--- src/hdl/dtdsf_pkg.sv ---
`default_nettype none
package dtdsf_pkg;
    localparam int MAX_GROUPS = 50;

    typedef struct packed {
        logic [7:0]  row;
        logic [15:0] left_x;
        logic [15:0] right_x;
        logic [31:0] left_depth;
        logic [31:0] right_depth;
        logic [16:0] brightness;
        logic        mark_left_edge;
        logic        mark_right_edge;
    } t_span;

    typedef struct packed {
        logic [7:0] out_row;
        logic [5:0] byte_column;
        logic [7:0] pixel_bits;
        logic [7:0] write_mask;
        logic       last_group;
    } t_group;

    // classified span handed from front to back
    typedef struct packed {
        logic [7:0]  row;
        logic [10:0] xs;
        logic [10:0] xe;
        logic [31:0] zl;
        logic [31:0] zr;
        logic        neg;
        logic [15:0] w;
        logic [15:0] pre;
        logic [16:0] brightness;
        logic        ml;
        logic        mr;
    } t_job;

    function automatic logic [5:0] bayer(input logic [2:0] r, input logic [2:0] c);
        logic [5:0] t;
        unique case ({r, c})
            6'd0: t = 6'd0;   6'd1: t = 6'd32;  6'd2: t = 6'd8;   6'd3: t = 6'd40;
            6'd4: t = 6'd2;   6'd5: t = 6'd34;  6'd6: t = 6'd10;  6'd7: t = 6'd42;
            6'd8: t = 6'd48;  6'd9: t = 6'd16;  6'd10: t = 6'd56; 6'd11: t = 6'd24;
            6'd12: t = 6'd50; 6'd13: t = 6'd18; 6'd14: t = 6'd58; 6'd15: t = 6'd26;
            6'd16: t = 6'd12; 6'd17: t = 6'd44; 6'd18: t = 6'd4;  6'd19: t = 6'd36;
            6'd20: t = 6'd14; 6'd21: t = 6'd46; 6'd22: t = 6'd6;  6'd23: t = 6'd38;
            6'd24: t = 6'd60; 6'd25: t = 6'd28; 6'd26: t = 6'd52; 6'd27: t = 6'd20;
            6'd28: t = 6'd62; 6'd29: t = 6'd30; 6'd30: t = 6'd54; 6'd31: t = 6'd22;
            6'd32: t = 6'd3;  6'd33: t = 6'd35; 6'd34: t = 6'd11; 6'd35: t = 6'd43;
            6'd36: t = 6'd1;  6'd37: t = 6'd33; 6'd38: t = 6'd9;  6'd39: t = 6'd41;
            6'd40: t = 6'd51; 6'd41: t = 6'd19; 6'd42: t = 6'd59; 6'd43: t = 6'd27;
            6'd44: t = 6'd49; 6'd45: t = 6'd17; 6'd46: t = 6'd57; 6'd47: t = 6'd25;
            6'd48: t = 6'd15; 6'd49: t = 6'd47; 6'd50: t = 6'd7;  6'd51: t = 6'd39;
            6'd52: t = 6'd13; 6'd53: t = 6'd45; 6'd54: t = 6'd5;  6'd55: t = 6'd37;
            6'd56: t = 6'd63; 6'd57: t = 6'd31; 6'd58: t = 6'd55; 6'd59: t = 6'd23;
            6'd60: t = 6'd61; 6'd61: t = 6'd29; 6'd62: t = 6'd53; 6'd63: t = 6'd21;
            default: t = 6'd0;
        endcase
        return t;
    endfunction
endpackage
`default_nettype wire

--- src/hdl/dtdsf_queue.sv ---
`default_nettype none
module dtdsf_queue
    import dtdsf_pkg::*;
(
    input  wire logic i_clk,
    input  wire logic i_rst_n,
    input  wire logic i_valid,
    input  t_job      i_job,
    output logic      o_ready,
    output logic      o_valid,
    output t_job      o_job,
    input  wire logic i_ready
);
    // two-entry fifo
    t_job       r_mem [2];
    logic       r_wp, r_rp;
    logic [1:0] r_cnt;
    logic       push, pop;

    assign o_ready = r_cnt != 2'd2;
    assign o_valid = r_cnt != 2'd0;
    assign o_job   = r_mem[r_rp];
    assign push    = i_valid && o_ready;
    assign pop     = o_valid && i_ready;

    always_ff @(posedge i_clk) begin
        if (!i_rst_n) begin
            r_wp <= 1'b0; r_rp <= 1'b0; r_cnt <= 2'd0;
        end else begin
            if (push) r_wp <= !r_wp;
            if (pop)  r_rp <= !r_rp;
            r_cnt <= r_cnt + 2'(push) - 2'(pop);
        end
        if (push) r_mem[r_wp] <= i_job;
    end
endmodule
`default_nettype wire

--- config.mk ---
export PLATFORM = sky130hd
export DESIGN_NAME = dtdsf_queue
export DESIGN_NICKNAME = d
export VERILOG_FILES = /design/src/hdl/dtdsf_pkg.sv /design/src/hdl/dtdsf_queue.sv
export SDC_FILE = /design/constraint.sdc
export NUM_CORES = 1
export LEC_CHECK = 0
export BUFFER_PORTS_ARGS = -buffer_cell sky130_fd_sc_hd__buf_2
export CELL_PAD_IN_SITES_DETAIL_PLACEMENT = 0
export CELL_PAD_IN_SITES_GLOBAL_PLACEMENT = 1
export CORE_MARGIN = 4
export CORE_UTILIZATION = 47
export CTS_CLUSTER_DIAMETER = 100
export DETAILED_ROUTE_END_ITERATION = 12
export GPL_TIMING_DRIVEN = 0
export HOLD_SLACK_MARGIN = 0.08
export PLACE_DENSITY = 0.82
export SLEW_MARGIN = 20
export SYNTH_ARGS = -nofsm -noshare
export SYNTH_HDL_FRONTEND = slang
export SYNTH_SLANG_ARGS = --single-unit
--- constraint.sdc ---
create_clock -name i_clk -period 14.51 [get_ports i_clk]
set_clock_uncertainty 0.2 [all_clocks]
set_input_delay 1.451 -clock i_clk [delete_from_list [all_inputs] [get_ports i_clk]]
set_output_delay 1.451 -clock i_clk [all_outputs]
set_load 0.02 [all_outputs]
==> results.py <==
metrics = {
    "placed_design": {
        "placed_area_um2": 12720,
        "port_buffers": 297,
        "dp.final_hpwl_um": 14820,
        "routabilityCongestion": 0.7265,
    },
    "floorplanning": {
        "die_area_um2": 25450,
        "die_height_um": 159.5,
        "io_pins": 298,
        "rows": 55,
        "fp.dieW_um": 159.5,
        "core_area_um2": 22640,
        "start_util": 0.4767,
    },
    "yosys": {
        "syn_inst": 484,
        "synthTopCellsByArea": "edfxtp_1 (81%), mux2_2 (8.6%), mux2_1 (6.7%)",
        "synth_area_per_cell_um2": 22.30,
        "yosysWarnings": 0,
        "post-synth-top-area-cell": "edfxtp_1",
        "synthesis.nets": 635,
        "ys_seq_area_frac": 0.8218,
        "ys_types": 25,
        "netlist.area_leader.share": 0.8125,
        "netlist_area_um2": 10790,
        "synth_seq_cells": 297,
    },
    "sta": {
        "hold_viol": 0,
        "fin_setup_tns_ns": 0,
        "fin_crit_sh": 0.2494,
        "min_period_ns": 3.618,
        "slew_violations": 0,
        "rsz0062_at_grt": "no",
        "relSlewSlack": 0.5170,
        "worst_pin_slew_ns": 0.7246,
        "max_freq_mhz": 276.4,
        "setup_viol": 0,
    },
    "route": {
        "routed_wl_um": 21050,
        "avgRoutedWirePerCell_um": 18.66,
        "route.detailed.drc": 0,
        "via_per_inst": 4.902,
        "ant_nets": 0,
        "vias": 5529,
        "drt-pass1-iter-count": 5,
        "drtIter0Drc": 346,
    },
    "cells_and_area": {
        "syn_to_final_growth_pct": 26.16,
        "final_area_um2": 13610,
        "multi_input_area_um2": 1805,
        "drive_gt1_frac": 0.5250,
        "n_fill_cell": 1666,
        "nNetsFinal": 967,
        "final-seq-area_um2": 8869,
    },
    "worst_setup_path": {
        "reg2reg_depth": 4,
        "criticalPathCategory": "reg2out",
        "worstPathRequired_ns": 12.86,
        "critical_path_arrival_ns": 1.97,
        "cp-end-kind": "output port",
        "crit_path_start_kind": "flop",
        "critPathMaxFanout": 10,
    },
    "cts": {
        "cts_sinks": 297,
        "clk_latency_ns": 0.53,
        "numCtsBuffers": 30,
        "clk_pin_slew_ns": 0.06,
        "post_cts_buffers": 0,
        "holdBufCountCts": 0,
        "htree_num_levels": 1,
        "cts-root-buf": "clkbuf_16",
        "cts_tree": "built",
        "cts_resized": 0,
        "cts_buffer_depth": 3,
    },
    "worst_hold_path": {
        "holdPathStages": 2,
        "hold_class": "reg2reg",
    },
    "global_route": {
        "grt_pass1_vias": 5951,
        "antenna_found_initial": 5,
        "grt_pass1_wl_um": 32510,
        "grt_overflow": 0,
        "grt_max_degree": 78,
        "grt.total_usage": 0.1591,
    },
    "job": {
        "drv_cap": 0,
    },
    "pwr": {
        "seqPwrFrac": 0.470,
        "power.switching_mw": 0.6264,
        "powerDensity_nw_per_um2": 165.7,
        "p_int_mw": 1.629,
        "p_clk_frac": 0.303,
        "pwr-share-comb": 0.227,
        "p_sw_frac": 0.2777,
        "p_leak_nw": 5.113,
        "peakVddDrop_mv": 0.1508,
    },
    "status": {
        "status": "finished, final reports clean",
    },
}
## state kept, by name, indices dropped and copies added, names as in the netlist, named ones only
signal	flops
r_mem	292
r_rp	1
r_wp	1
r_cnt	2
## metal layers
layer	vias to the layer above	track usage	part of all wire
met3	49	0.05695	0.087
met4	4	0.05641	0.029
li1	2604	-	-
met1	2642	0.1905	0.39
met5	-	0	0.0019
met2	230	0.2680	0.49
## power by group through the flow
stage,Clock (mW),Sequential (mW),Combinational (mW)
4_1_cts,0.702,1.06,0.521
6_report,0.683,1.06,0.512
2_1_floorplan,0,1.08,0.342
3_3_place_gp,0,1.09,0.503
5_1_grt,0.743,1.07,0.547
3_5_place_dp,0,1.08,0.518
## critical path, stage by stage (launching register included)
cell and delay (ns):
dfxtp_1 0.32, buf_2 0.32, buf_4 0.26, mux2_2 0.36
buf_2 0.16
## placed cells by master, fill, tap and decap left out, types with 2 or more instances in the layout
master / n
buf_16: 2
buf_2: 299
buf_4: 14
clkbuf_1: 8
clkbuf_16: 31
clkinv_1: 10
clkinv_2: 5
dfxtp_1: 5
diode_2: 3
edfxtp_1: 292
mux2_1: 64
mux2_2: 82
nor2_1: 4
o21ai_0: 2
## logic make-up after synthesis
logic type	after synthesis	share of synthesized area
flip-flops	297	0.8218
multiplexers	146	0.1523
buffers and inverters	18	0.01136
AND/OR/NAND/NOR	15	0.008465
AO/OA/AOI/OAI	6	0.004058
XOR/XNOR	1	0.0008117
adder cells (fa/ha/maj)	1	0.001159
## Yosys cell counts (all sizes together)
| master | count |
|---|---|
| o21ba | 1 |
| edfxtp | 292 |
| dfxtp | 5 |
| nor3 | 1 |
| nor2b | 1 |
| and2 | 1 |
| and3 | 2 |
| a21bo | 1 |
| nand2b | 1 |
| inv | 2 |
| buf | 16 |
| xor2 | 1 |
| nor2 | 4 |
| nand3b | 1 |
| nand3 | 1 |
| nor4bb | 1 |
| a21oi | 1 |
| o31a | 1 |
| o21ai | 2 |
| ha | 1 |
| mux2 | 146 |
| nor4 | 1 |
| or2 | 1 |
## metrics by stage
stage	total power, mW	utilization	cells	setup slack (ns)	hold slack (ns)
after detailed placement	1.598	0.5619	1069	11.19	0.2911
final	2.256	0.6013	1128	10.89	0.3136
after global routing	2.358	0.6013	1128	10.81	0.3362
after CTS	2.285	0.6010	1125	10.82	0.3184
after global placement	1.595	0.5581	1066	7.387	0.2870
after floorplan	1.425	-	484	8.932	0.2725
## area by class of cell
cell class	count	area share
sequential	297	0.6514
multi-input combinational	169	0.1326
timing repair buffer	300	0.1147
clock buffer	39	0.05919
tap	285	0.02619
buffer	16	0.008455
clock inverter	17	0.005790
inverter	2	0.001103
antenna	3	0.0005514
## worst paths after layout
check,from,slack [ns],to
worst max register to register,r_cnt[0],12.20,r_mem[0][51]
worst min-delay path,r_rp,0.31,flop
worst min register to register,r_rp,0.31,flop
worst max-delay path,flop,10.89,o_job[33]
(Power assumes the default switching activity.)
