==> src/hdl/dtdsf_pkg.sv <==
`default_nettype none
package dtdsf_pkg;
    localparam int MAX_GROUPS = 50;

    typedef struct packed {
        logic [7:0]  row;
        logic [15:0] left_x;
        logic [15:0] right_x;
        logic [31:0] left_depth;
        logic [31:0] right_depth;
        logic [16:0] brightness;
        logic        mark_left_edge;
        logic        mark_right_edge;
    } t_span;

    typedef struct packed {
        logic [7:0] out_row;
        logic [5:0] byte_column;
        logic [7:0] pixel_bits;
        logic [7:0] write_mask;
        logic       last_group;
    } t_group;

    // classified span handed from front to back
    typedef struct packed {
        logic [7:0]  row;
        logic [10:0] xs;
        logic [10:0] xe;
        logic [31:0] zl;
        logic [31:0] zr;
        logic        neg;
        logic [15:0] w;
        logic [15:0] pre;
        logic [16:0] brightness;
        logic        ml;
        logic        mr;
    } t_job;

    function automatic logic [5:0] bayer(input logic [2:0] r, input logic [2:0] c);
        logic [5:0] t;
        unique case ({r, c})
            6'd0: t = 6'd0;   6'd1: t = 6'd32;  6'd2: t = 6'd8;   6'd3: t = 6'd40;
            6'd4: t = 6'd2;   6'd5: t = 6'd34;  6'd6: t = 6'd10;  6'd7: t = 6'd42;
            6'd8: t = 6'd48;  6'd9: t = 6'd16;  6'd10: t = 6'd56; 6'd11: t = 6'd24;
            6'd12: t = 6'd50; 6'd13: t = 6'd18; 6'd14: t = 6'd58; 6'd15: t = 6'd26;
            6'd16: t = 6'd12; 6'd17: t = 6'd44; 6'd18: t = 6'd4;  6'd19: t = 6'd36;
            6'd20: t = 6'd14; 6'd21: t = 6'd46; 6'd22: t = 6'd6;  6'd23: t = 6'd38;
            6'd24: t = 6'd60; 6'd25: t = 6'd28; 6'd26: t = 6'd52; 6'd27: t = 6'd20;
            6'd28: t = 6'd62; 6'd29: t = 6'd30; 6'd30: t = 6'd54; 6'd31: t = 6'd22;
            6'd32: t = 6'd3;  6'd33: t = 6'd35; 6'd34: t = 6'd11; 6'd35: t = 6'd43;
            6'd36: t = 6'd1;  6'd37: t = 6'd33; 6'd38: t = 6'd9;  6'd39: t = 6'd41;
            6'd40: t = 6'd51; 6'd41: t = 6'd19; 6'd42: t = 6'd59; 6'd43: t = 6'd27;
            6'd44: t = 6'd49; 6'd45: t = 6'd17; 6'd46: t = 6'd57; 6'd47: t = 6'd25;
            6'd48: t = 6'd15; 6'd49: t = 6'd47; 6'd50: t = 6'd7;  6'd51: t = 6'd39;
            6'd52: t = 6'd13; 6'd53: t = 6'd45; 6'd54: t = 6'd5;  6'd55: t = 6'd37;
            6'd56: t = 6'd63; 6'd57: t = 6'd31; 6'd58: t = 6'd55; 6'd59: t = 6'd23;
            6'd60: t = 6'd61; 6'd61: t = 6'd29; 6'd62: t = 6'd53; 6'd63: t = 6'd21;
            default: t = 6'd0;
        endcase
        return t;
    endfunction
endpackage
`default_nettype wire

==> src/hdl/dtdsf_if.sv <==
`default_nettype none
interface dtdsf_span_if;
    import dtdsf_pkg::*;
    logic  valid;
    logic  ready;
    t_span data;
    modport source(output valid, output data, input ready);
    modport sink(input valid, input data, output ready);
endinterface

`default_nettype wire

==> src/hdl/dtdsf_front.sv <==
`default_nettype none
module dtdsf_front
    import dtdsf_pkg::*;
#(
    parameter int SCREEN_W = 400,
    parameter int SCREEN_H = 240
) (
    input  wire logic i_clk,
    input  wire logic i_rst_n,
    dtdsf_span_if.sink i_span,
    output logic      o_job_valid,
    output t_job      o_job,
    input  wire logic i_job_ready
);
    // swap, clip and cull; one registered job slot
    t_span s;
    logic signed [15:0] xl, xr;
    logic [31:0] zl, zr;
    logic ml, mr;
    logic signed [17:0] xs_f, xe_f, xs_c, xe_c;
    logic [16:0] w;
    logic keep;
    logic signed [21:0] pre_f;
    logic       r_valid;
    t_job       r_job;

    always_comb begin
        s = i_span.data;
        if ($signed(s.left_x) > $signed(s.right_x)) begin
            xl = s.right_x; xr = s.left_x; zl = s.right_depth; zr = s.left_depth;
            ml = s.mark_right_edge; mr = s.mark_left_edge;
        end else begin
            xl = s.left_x; xr = s.right_x; zl = s.left_depth; zr = s.right_depth;
            ml = s.mark_left_edge; mr = s.mark_right_edge;
        end
        xs_f = (18'(xl) + 18'sd15) >>> 4;
        xe_f = 18'(xr) >>> 4;
        xs_c = (xs_f < 0) ? 18'sd0 : xs_f;
        xe_c = (xe_f > 18'(SCREEN_W - 1)) ? 18'(SCREEN_W - 1) : xe_f;
        w = 17'(18'(xr) - 18'(xl));
        // up to 32768 when the left end is clipped at the screen edge
        pre_f = 22'(xs_c) * 22'sd16 - 22'(xl);
        keep = (32'(s.row) < 32'(SCREEN_H)) && (xs_c <= xe_c) && (w != 17'd0);
    end

    assign i_span.ready = !r_valid || i_job_ready;

    always_ff @(posedge i_clk) begin
        if (!i_rst_n) begin
            r_valid <= 1'b0;
        end else if (i_span.ready) begin
            r_valid <= i_span.valid && keep;
        end
        if (i_span.ready) begin
            r_job.row        <= s.row;
            r_job.xs         <= 11'(xs_c);
            r_job.xe         <= 11'(xe_c);
            r_job.zl         <= zl;
            r_job.zr         <= zr;
            r_job.neg        <= zr < zl;
            r_job.w          <= w[15:0];
            r_job.pre        <= 16'(pre_f);
            r_job.brightness <= s.brightness;
            r_job.ml         <= ml;
            r_job.mr         <= mr;
        end
    end

    assign o_job_valid = r_valid;
    assign o_job       = r_job;
endmodule
`default_nettype wire

==> src/flat_wrapper.sv <==
// flat-port wrapper written by rule: the top's interface ports become plain ports
module dtdsf_front_flat import dtdsf_pkg::*;
#(
    parameter int SCREEN_W = 400,
    parameter int SCREEN_H = 240
)
  (i_clk, i_rst_n, o_job_valid, o_job, i_job_ready, i_span_valid, i_span_data, i_span_ready);
  dtdsf_span_if i_span_i ();
  input  wire logic i_clk;
  input  wire logic i_rst_n;
  output logic o_job_valid;
  output t_job o_job;
  input  wire logic i_job_ready;
  input wire logic [$bits(i_span_i.valid)-1:0] i_span_valid;
  input wire logic [$bits(i_span_i.data)-1:0] i_span_data;
  output wire logic [$bits(i_span_i.ready)-1:0] i_span_ready;
  assign i_span_i.valid = i_span_valid;
  assign i_span_i.data = i_span_data;
  assign i_span_ready = i_span_i.ready;
  dtdsf_front #(.SCREEN_W(SCREEN_W), .SCREEN_H(SCREEN_H)) u_core (.i_clk(i_clk), .i_rst_n(i_rst_n), .i_span(i_span_i), .o_job_valid(o_job_valid), .o_job(o_job), .i_job_ready(i_job_ready));
endmodule
==> config.mk <==
export PLATFORM = sky130hd
export DESIGN_NAME = dtdsf_front_flat
export DESIGN_NICKNAME = d
export VERILOG_FILES = /design/src/hdl/dtdsf_pkg.sv /design/src/hdl/dtdsf_if.sv /design/src/hdl/dtdsf_front.sv /design/src/flat_wrapper.sv
export SDC_FILE = /design/constraint.sdc
export NUM_CORES = 1
export LEC_CHECK = 0
export BUFFER_PORTS_ARGS = -buffer_cell sky130_fd_sc_hd__buf_4
export CORE_MARGIN = 2
export CORE_UTILIZATION = 31
export DETAILED_ROUTE_END_ITERATION = 10
export GPL_TIMING_DRIVEN = 0
export HOLD_SLACK_MARGIN = 0.02
export PLACE_DENSITY = 0.64
export SYNTH_ARGS = -nofsm -noshare
export SYNTH_HDL_FRONTEND = slang
export SYNTH_SLANG_ARGS = --single-unit
export TNS_END_PERCENT = 5
==> constraint.sdc <==
create_clock -name i_clk -period 6.2 [get_ports i_clk]
set_input_delay 0 -clock i_clk [delete_from_list [all_inputs] [get_ports i_clk]]
set_output_delay 0 -clock i_clk [all_outputs]
set_load 0.03 [all_outputs]
==> impl_metrics.tcl <==
set metrics [dict create \
    hp-class "primary input to flip-flop" \
    cpMostUsedCell "a21o_1" \
    vias 9417 \
    avgSynthCellArea_um2 9.411 \
    drt-vias-per-instance 5.126 \
    synth_area_leaders "edfxtp_1 (46%), nand2_1 (7.1%), ha_1 (5.4%), o21ai_0 (3.4%), a21oi_1 (3.1%)" \
    worstPathRequired_ns 6.59 \
    globalRouteTotalUtil_pct 20.60 \
    outcome "finished, final reports clean" \
    crit_arrival_ns 6.10 \
    setup_slack_ns 0.4879 \
    synthArstFlopShare_pct 0 \
    cts_root_buf "clkbuf_16" \
    grt_pass1_wl_um 50350 \
    synth_top_area_share_pct 46.12 \
    dp_hpwl_um 24810 \
    fin_crit_ns 5.712 \
    crit_type "primary input to flip-flop" \
    relSlewSlack_pct 43.54 \
    io_buffers 272 \
    synth.most_common_cell "nand2_1" \
    numCtsBuffers 17 \
    place_ws_ns -2.677 \
    clock_path_buffers 2 \
    synth-edff-count 146 \
    routed_wl_um 33660 \
    area_growth_syn_to_layout_pct 48.51 \
    finalSetupViolations 0 \
    cts.clk_slew.worst_paths_ns 0.07 \
    post-route-util_pct 46.39 \
    start_util_pct 31.24 \
    core_um2 30430 \
    max_freq_mhz 175.1 \
    critPathMaxFanout 19 \
    route.detailed.drc 0 \
    cp-end-kind "flip-flop" \
    grt_pass1_vias 9098 \
    ant_nets 0 \
    detail_route.first_pass.iterations 8 \
    clkSinkCount 147 \
    maxSlewViolCount 0 \
    ys.flop_type "edfxtp_1" \
    rsz0062_at_grt "false" \
    nets 1593 \
    grt_max_degree 66 \
    overflow 0 \
    stdcell_area_um2 14120 \
    worstMarginPinSlew_ns 0.8469 \
    maxCapViolCount 0 \
    power.leakage_nw 6.145 \
    ios 275 \
    synthCells 1010 \
    power_density_nw_per_um2 312.1 \
    die_w_um 179.1 \
    yosysWarnings 0 \
    die_area_um2 32080 \
    ir_worst_vdd_v 0.0001959 \
    drive_gt1_share_pct 24.97 \
    yosysUniqueCellTypes 75 \
    stdcell_count 1837 \
    cp_num_buf_inv 8 \
    timing.final.crit_share_pct 92.13 \
    start_kind "primary input" \
    dpl.cell_count 1680 \
    fin_skew_ns 0.008662 \
    wl_per_cell_um 18.32 \
    clk_latency_ns 0.44 \
    crit_family "compound AO/OA/AOI/OAI gates" \
    synth_area_um2 9505 \
    ys_seq_area_share_pct 46.33 \
    synth-seq-cells 147 \
    yosysTopAreaCell "edfxtp_1" \
    hold_viol 0 \
    place.gp.congestion 0.9014 \
    yosys-top-cells-count "nand2_1 (181), edfxtp_1 (146), nor2_1 (68)" \
    die_h_um 179.1 \
    place_area_um2 12110 \
    num_rows 64 \
    drt_iter0_drc 687 \
    cpMaxStageDelayCell "o311a_4" \
    setup_tns_ns 0 \
    crit_path_max_incr_delay_ns 0.40 \
    antenna_found_initial 3 \
    syn_nets 1178 \
    cts_max_level 4 \
    cts_tree "done" \
]
## tightest hold or removal path, stage by stage
cell and delay [ns]:
buf_4 0.09, nor4_1 0.05, o31ai_1 0.23
## final timing paths
| path | to | slack [ns] | cells past startpoint | startpoint |
|---|---|---|---|---|
| worst max-delay path | u_core.o_job_valid | 0.49 | 31 | i_span_data[92] |
| worst min-delay path | u_core.o_job[22] | 0.05 | 3 | i_span_data[86] |
| worst max register to register | u_core.o_job_valid | 3.65 | 8 | u_core.o_job_valid |
| worst min register to register | u_core.o_job[50] | 0.90 | 1 | u_core.o_job_valid |
## registers in the layout (all words and copies together) (netlist names)
name,flops
u_core.o_job,146
u_core.o_job_valid,1
## metal layers
metal	share of wire [%]	GRT usage [%]	vias to the layer above
li1	-	-	4519
met4	2.6	7.426	0
met1	43	25.87	4486
met5	0	0	-
met2	46	33.83	362
met3	7.8	5.725	50
## area by class of cell
cell class,instances,area [um2]
repair buffers,403,3386
multi-input cells,767,4872
clock buffers,17,425.4
flip-flops and latches,147,4404
clock inverters,15,143.9
plain buffers,35,175.2
inverters,54,206.4
diodes,3,7.507
fillers,2886,16310
well taps,396,495.5
## cell usage in the layout, fill, tap and decap left out, types with 20 or more instances in the layout
cell type and count:
inv_1 53, buf_4 277, dlygate4sd3_1 123, nand2b_1 24, o21ai_0 65, ha_1 39
xnor2_1 29, edfxtp_1 146, nand2_1 180, nor2_1 64, clkbuf_1 20, a21oi_1 58
nor3_1 24
## where the power goes
part | leakage [nW] | internal [W] | total (W) | switching [W]
logic | 4.31 | 0.000736 | 0.00194 | 0.00120
clock network | 0.274 | 0.000562 | 0.00102 | 0.000459
registers | 1.56 | 0.00138 | 0.00144 | 0.0000683
total | 6.14 | 0.00267 | 0.00441 | 0.00173
## per-stage QoR
stage / total power (W) / hold WS (ns)
final: 0.004406 / 0.04630
after floorplan: 0.002578 / 0.09887
after CTS: 0.004405 / 0.02220
after detailed placement: 0.003262 / 0.1795
after global placement: 0.003259 / 0.1786
after global routing: 0.004628 / 0.05331
## timing repair
item / CTS / global route
pin swaps: 3 / 3
hold endpoints to repair: 95 / 0
hold buffers: 123 / 0
gates cloned: 0 / 0
buffers inserted: 4 / 2
resized for setup: 27 / 14
endpoints found under the setup margin: 23 / 7
## kinds of logic (layout without fill, tap and decap cells)
group / count (synthesis) / count (layout) / share of synthesized area (%)
AND/OR/NAND/NOR: 427 / 427 / 21.64
multiplexers: 9 / 9 / 0.9872
flip-flops: 147 / 147 / 46.33
buffers and inverters: 96 / 524 / 3.909
XOR/XNOR: 46 / 46 / 4.238
AO/OA/AOI/OAI: 227 / 227 / 15.70
adder cells (fa/ha/maj): 58 / 58 / 7.187
other: 0 / 3 / 0
(Power assumes the default switching activity.)
